`src/hw/rtl/rrcd_div.sv`:
```
module rrcd_div #(
    parameter int NUM_BITS = 28,
    parameter int Q_BITS   = 20
) (
    input  logic                i_clk,
    input  logic                i_rst_n,
    input  logic                i_start,
    input  logic [NUM_BITS-1:0] i_rem_init,
    input  logic [Q_BITS-1:0]   i_low,
    input  logic [NUM_BITS-1:0] i_divisor,
    output logic                o_done,
    output logic [Q_BITS-1:0]   o_quot
);

    localparam int CNT_BITS = $clog2(Q_BITS + 1);

    logic [NUM_BITS-1:0] r_rem;
    logic [NUM_BITS-1:0] r_div;
    logic [Q_BITS-1:0]   r_low;
    logic [Q_BITS-1:0]   r_quot;
    logic [CNT_BITS-1:0] r_cnt;
    logic                r_busy;
    logic                r_done;

    logic [NUM_BITS:0]   trial;
    logic [NUM_BITS:0]   diff;
    logic                qbit;

    // one restoring step per cycle, msb first
    always_comb begin
        trial = {r_rem, r_low[Q_BITS-1]};
        diff  = trial - {1'b0, r_div};
        qbit  = (trial >= {1'b0, r_div});
    end

    always_ff @(posedge i_clk) begin
        if (!i_rst_n) begin
            r_busy <= 1'b0;
            r_done <= 1'b0;
            r_cnt  <= '0;
        end else begin
            r_done <= 1'b0;
            if (i_start) begin
                r_busy <= 1'b1;
                r_cnt  <= CNT_BITS'(Q_BITS);
            end else if (r_busy) begin
                r_cnt <= r_cnt - 1'b1;
                if (r_cnt == CNT_BITS'(1)) begin
                    r_busy <= 1'b0;
                    r_done <= 1'b1;
                end
            end
        end
    end

    always_ff @(posedge i_clk) begin
        if (i_start) begin
            r_rem <= i_rem_init;
            r_div <= i_divisor;
            r_low <= i_low;
            r_quot <= '0;
        end else if (r_busy) begin
            r_rem  <= qbit ? diff[NUM_BITS-1:0] : trial[NUM_BITS-1:0];
            r_low  <= r_low << 1;
            r_quot <= {r_quot[Q_BITS-2:0], qbit};
        end
    end

    assign o_done = r_done;
    assign o_quot = r_quot;

endmodule

```
`config.mk`:
```
export PLATFORM = sky130hd
export DESIGN_NAME = rrcd_div
export DESIGN_NICKNAME = d
export VERILOG_FILES = /design/src/hw/rtl/rrcd_div.sv
export SDC_FILE = /design/constraint.sdc
export NUM_CORES = 1
export LEC_CHECK = 0
export BUFFER_PORTS_ARGS = -buffer_cell sky130_fd_sc_hd__buf_2
export CORE_ASPECT_RATIO = 0.9
export CORE_MARGIN = 2
export CORE_UTILIZATION = 50
export DETAILED_ROUTE_END_ITERATION = 8
export GPL_ROUTABILITY_DRIVEN = 1
export PLACE_DENSITY = 0.83
export SKIP_LAST_GASP = 1
export SYNTH_ARGS = -nofsm -noshare
export SYNTH_HDL_FRONTEND = slang
export SYNTH_SLANG_ARGS = --single-unit
```
`constraint.sdc`:
```
create_clock -name i_clk -period 2.8 [get_ports i_clk]
set_input_delay 0.28 -clock i_clk [delete_from_list [all_inputs] [get_ports i_clk]]
set_output_delay 0.28 -clock i_clk [all_outputs]
set_load 0.02 [all_outputs]
```
Word level (Yosys, flattened, before mapping)
Cells that the tools add are included.
{"block": "totals", "regBits": 103, "inputBits": 79, "out_inout_bits": 21, "wordCells": 28}
{"block": "classes", "n_addsub": 2, "n_lt_le_gt_ge": 1, "n_eq_ne": 1, "mux": 11, "bitwise_logic": 2, "n_reduce_logical": 3}
{"operator": "28-bit two-way mux", "count": 3}
{"operator": "20-bit two-way mux", "count": 2}
{"operator": "29-bit by 28-bit >= comparator with 1-bit output", "count": 1}
{"operator": "28-bit subtractor", "count": 1}
{"operator": "5-bit two-way mux", "count": 2}
{"operator": "5-bit by 1-bit equality test with 1-bit output (second input constant)", "count": 1}
{"operator": "5-bit by 1-bit subtractor with 5-bit output (second input constant)", "count": 1}
{"operator": "1-bit two-way mux", "count": 4}
{"operator": "3-bit OR reduction", "count": 1}
{"operator": "1-bit NOT", "count": 2}
{"operator": "2-bit nonzero test", "count": 1}
{"operator": "2-bit OR reduction", "count": 1}

Longest topological paths before layout
{"block": "depth", "word_depth": 4, "depth_mapped": 14, "depth_no_buf": 12}

Worst setup path after synthesis
OpenSTA, ideal clock, no wires.
{"block": "synth_path", "kind": "register to register", "from": "register r_div[0]", "to": "register r_rem[22], data pin", "setup_ns": 0.261, "arrival_ns": 2.632, "t_required_ns": 2.539, "path_slack_ns": -0.093, "path_stages_with_launch": 12, "path_buffers": 0, "synth_period_minus_slack_ns": 2.893, "cell_sequence": "edfxtp_1 ha_1 fa_1 nor2b_1 o31ai_1 a2111oi_1 a211oi_2 nor2_1 a31o_1 a31oi_1 xnor2_1 a221o_1"}
{"block": "synth_between", "elab_chain_cells": 4, "elab_cells_between_ends": 5, "cone_classes": "add/sub (1); order compare (1); mux (3)"}
{"item": "start, declared", "line": "18", "source": "logic [NUM_BITS-1:0] r_div;"}
{"item": "start signal, assigned", "line": "59", "source": "r_div <= i_divisor;"}
{"item": "28-bit subtractor or 29-bit by 28-bit >= comparator with 1-bit output (tied branches)", "line": "32, 33"}
{"item": "28-bit two-way mux (*)", "line": "63", "source": "r_rem <= qbit ? diff[NUM_BITS-1:0] : trial[NUM_BITS-1:0];"}
{"item": "28-bit two-way mux (*)", "line": "62", "source": "end else if (r_busy) begin"}
{"item": "28-bit two-way mux (*)", "line": "57", "source": "if (i_start) begin"}
{"item": "end signal, assigned", "line": "58", "source": "r_rem <= i_rem_init;"}
{"item": "end signal, assigned", "line": "63"}
{"item": "end, declared", "line": "17", "source": "logic [NUM_BITS-1:0] r_rem;"}
Every way passes the cells marked *; elsewhere a longest branch is shown, timed or not. The select of a mux whose other input is x is not followed.
A chain may end at the register's enable or synchronous reset.

Final worst setup path
{"block": "layout_path", "from": "register r_rem[0]", "to": "register r_rem[5], data pin"}
{"block": "layout_between", "elab_chain_cells": 4, "elab_cells_between_ends": 5, "cone_classes": "add/sub (1); order compare (1); mux (3)"}
{"item": "28-bit subtractor or 29-bit by 28-bit >= comparator with 1-bit output (tied branches)", "line": "32, 33"}
{"item": "28-bit two-way mux (*)", "line": "63"}
{"item": "28-bit two-way mux (*)", "line": "62"}
{"item": "28-bit two-way mux (*)", "line": "57"}
Marks and branches as above.

==> flow_summary.ini <==
[routing]
route.detailed.drc = 0
drt-met1-wl_um = 6490
first_pass_iters = 5
wl_met2_um = 8150
vias_per_cell = 5.84
routed-via-count = 5022
drt_wl_total_um = 16800
dr.max_layer_used = met4
wl_met3_um = 1400
final_antenna_net_count = 0
routedWlPerCell_um = 19.5
drt_iter0_markers = 322

[floorplanning]
die_y_um = 105
rows = 36
die-area_um2 = 12300
core_area_um2 = 11000
die_w_um = 117
start_util_pct = 51.9
io_pins = 100

[global_routing]
grt_first_pass_wirelength_um = 23600
grt_pass1_vias = 4959
grt_overflow = 0
grt_max_degree = 52
grt_antenna_before_repair = 1
grt_use_total_pct = 24.4

[critical_path]
critical_path_peak_fanout = 5
rr_worst_depth = 11
crit_type = reg2reg
rrSetupSlack_ps = -220
timing.rr.start = r_rem[0]
critPathLaunchType = flop
rr_endpoint = r_rem[5]
worstPathArrival_ps = 3130
crit_path_end_kind = flop
required_ps = 2910

[synth]
synth_nets = 635
synth_cells = 525
synth_area_um2 = 5700
synth_edf_count = 76
async_reset_ff_share_pct = 0
synth_area_per_cell_um2 = 10.9
yosys.area.top_type = edfxtp_1
ys_top_cells_by_area = edfxtp_1 40%, dfxtp_1 9.5%, ha_1 6.6%
yosysTopAreaCellShare_pct = 40.0
yosys_register_bits = 103
synth_ff_type = edfxtp_1
synth.distinct_cells = 62
ys_seq_area_share_pct = 49.5
synth_warnings = 0

[clock_tree]
h-tree-depth = 3
clock_sinks = 103
clk_latency_ps = 370
cts_root_buf = clkbuf_16
cts_tree = done
clkSlewWorstSetupHoldPaths_ps = 80
cts_buffers = 9
clk_path_buf_depth = 2

[status]
violations = negative setup slack
status = finished with violations

[final_layout]
synthToLayoutAreaGrowth_pct = 39.9
final_cells = 860
fin_nets = 813
layout-drive-gt1-share_pct = 44.2
antennaDiodeCount = 0

[sta]
finalSetupViolCount = 28
slew_viol_final = 0
fin_worst_skew_ps = 8.57
timing.final.crit_share_pct = 108
tns_ps = -4680
slew_headroom_pct = 58.1
tightestPinTransition_ps = 613
hold_ws_ps = 80.0
rsz0062_at_grt = true
min_period_ps = 3020
fmaxAchievable_mhz = 331
hold_viol_final = 0
layout_setup_ws_ps = -221

[hold_path]
hold_path.class = in2reg
holdPathStages = 1
whs_endpoint = r_div[19]
min_from = i_divisor[19]

[power]
power_frac_comb_pct = 49.5
p_sw_mw = 2.41
switching_share_pct = 36.3
power_density_nw_per_um2 = 833
p_clk_share_pct = 20.0
power_frac_seq_pct = 30.5
p_int_mw = 4.23
power_leakage_nw = 3.42
ir_worst_vdd_v = 0.000464

[placed_design]
dp_hpwl_um = 9320
gp_congestion = 0.896
post-place-ws_ps = -274
dpl.cell_count = 807
port_buffers = 99

[run]
drv_cap = 0
[worst max path at each step]
stage,start,slack (ps),cells after the start,end
floorplan,r_div[0],-8,11,r_rem[22]
global placement,r_rem[7],-120,11,r_rem[23]
detailed placement,r_low[19],-270,13,r_rem[26]
CTS,r_rem[0],-50,12,r_rem[22]
global route,r_rem[22],-350,11,r_rem[26]
finish,r_rem[0],-220,11,r_rem[5]
[power by group through the flow]
stage	Clock [mW]	Sequential, mW	Combinational (mW)
after global routing	1.40	2.04	3.48
after floorplan	0	1.98	1.51
after CTS	1.35	2.00	2.60
after detailed placement	0	2.01	2.20
after global placement	0	2.00	2.14
final	1.33	2.03	3.29
[state kept, by name, summed over array words and instances, names as in the netlist]
register and cells:
o_done 1, r_rem 28, r_busy 1, r_low 20, r_div 28, o_quot 20
r_cnt 5
[kinds of logic after synthesis]
| family | count (synthesis) | share of synthesized area [%] |
|---|---|---|
| compound gates | 119 | 14.0 |
| mux | 53 | 9.83 |
| flops | 103 | 49.5 |
| buf+inv | 62 | 4.67 |
| simple gates | 132 | 11.2 |
| xor+xnor | 25 | 3.84 |
| fa+ha+maj | 31 | 6.93 |
[per-stage QoR]
| stage | utilization, % | power (mW) | area, um^2 |
|---|---|---|---|
| final | 72.6 | 6.64 | 7980 |
| after global routing | 72.6 | 6.92 | 7980 |
| after CTS | 68.7 | 5.95 | 7550 |
| after detailed placement | 61.2 | 4.21 | 6720 |
| after global placement | 61.2 | 4.14 | 6720 |
| after floorplan | - | 3.49 | 5710 |
[cell usage after synthesis (2+ instances only)]
cell	instances
nor3b_1	4
mux2_2	20
a21o_1	17
mux2i_1	32
or3_1	2
o31ai_1	2
a211oi_1	6
and2_1	3
a221o_1	7
buf_2	2
o22ai_1	2
clkbuf_1	14
xnor2_1	15
nand2_1	26
edfxtp_1	76
nor4_1	3
a31oi_1	4
o21a_1	2
xor2_1	10
nor3_1	9
dfxtp_1	27
o21ai_0	14
nor2_1	52
and3_1	10
nor4b_1	2
a21oi_1	38
ha_1	30
buf_4	2
nand4_1	6
o21ai_1	5
o21bai_1	2
buf_1	5
nand3_1	5
inv_1	37
a21boi_0	4
nor2b_1	4
[repair_timing]
item	CTS	global route
buffers inserted	21	15
hold buffers	0	0
pin swaps	25	29
resized for setup	51	57
endpoints found under the setup margin	25	29
cloned	1	2
[metal layers]
layer | vias to the layer above | global-route usage [%]
met5 | - | 0
met4 | 0 | 7.98
met2 | 275 | 40.4
li1 | 2279 | -
met1 | 2386 | 30.5
met3 | 82 | 7.13
[area by class of cell]
type | instances | area, um^2
clock buffer | 10 | 250
clock inverter | 6 | 70.1
fill | 764 | 3010
inverter | 37 | 139
multi-input combinational | 360 | 3190
sequential | 103 | 2820
tap | 152 | 190
timing repair buffer | 192 | 1310
[worst max-delay path, stage by stage (launching register included)]
cell and delay, ps:
edfxtp_1 470, ha_4 330, nor2b_4 180, o21bai_4 90
a21boi_2 200, nor3_2 60, o31a_1 350, a211oi_4 300
or2_4 290, clkbuf_16 190, mux2i_2 220, a21oi_1 90
[cells in the final DEF (no fill, tap or decap), types with 17 or more instances in the layout]
cell type	synthesis	layout
buf_2	2	98
buf_4	2	79
edfxtp_1	76	76
nor2_1	52	50
inv_1	37	33
a21oi_1	38	27
mux2i_1	32	27
dfxtp_1	27	27
nand2_1	26	24
mux2_2	20	19
a21o_1	17	17
Power figures use the tool's default switching activity.
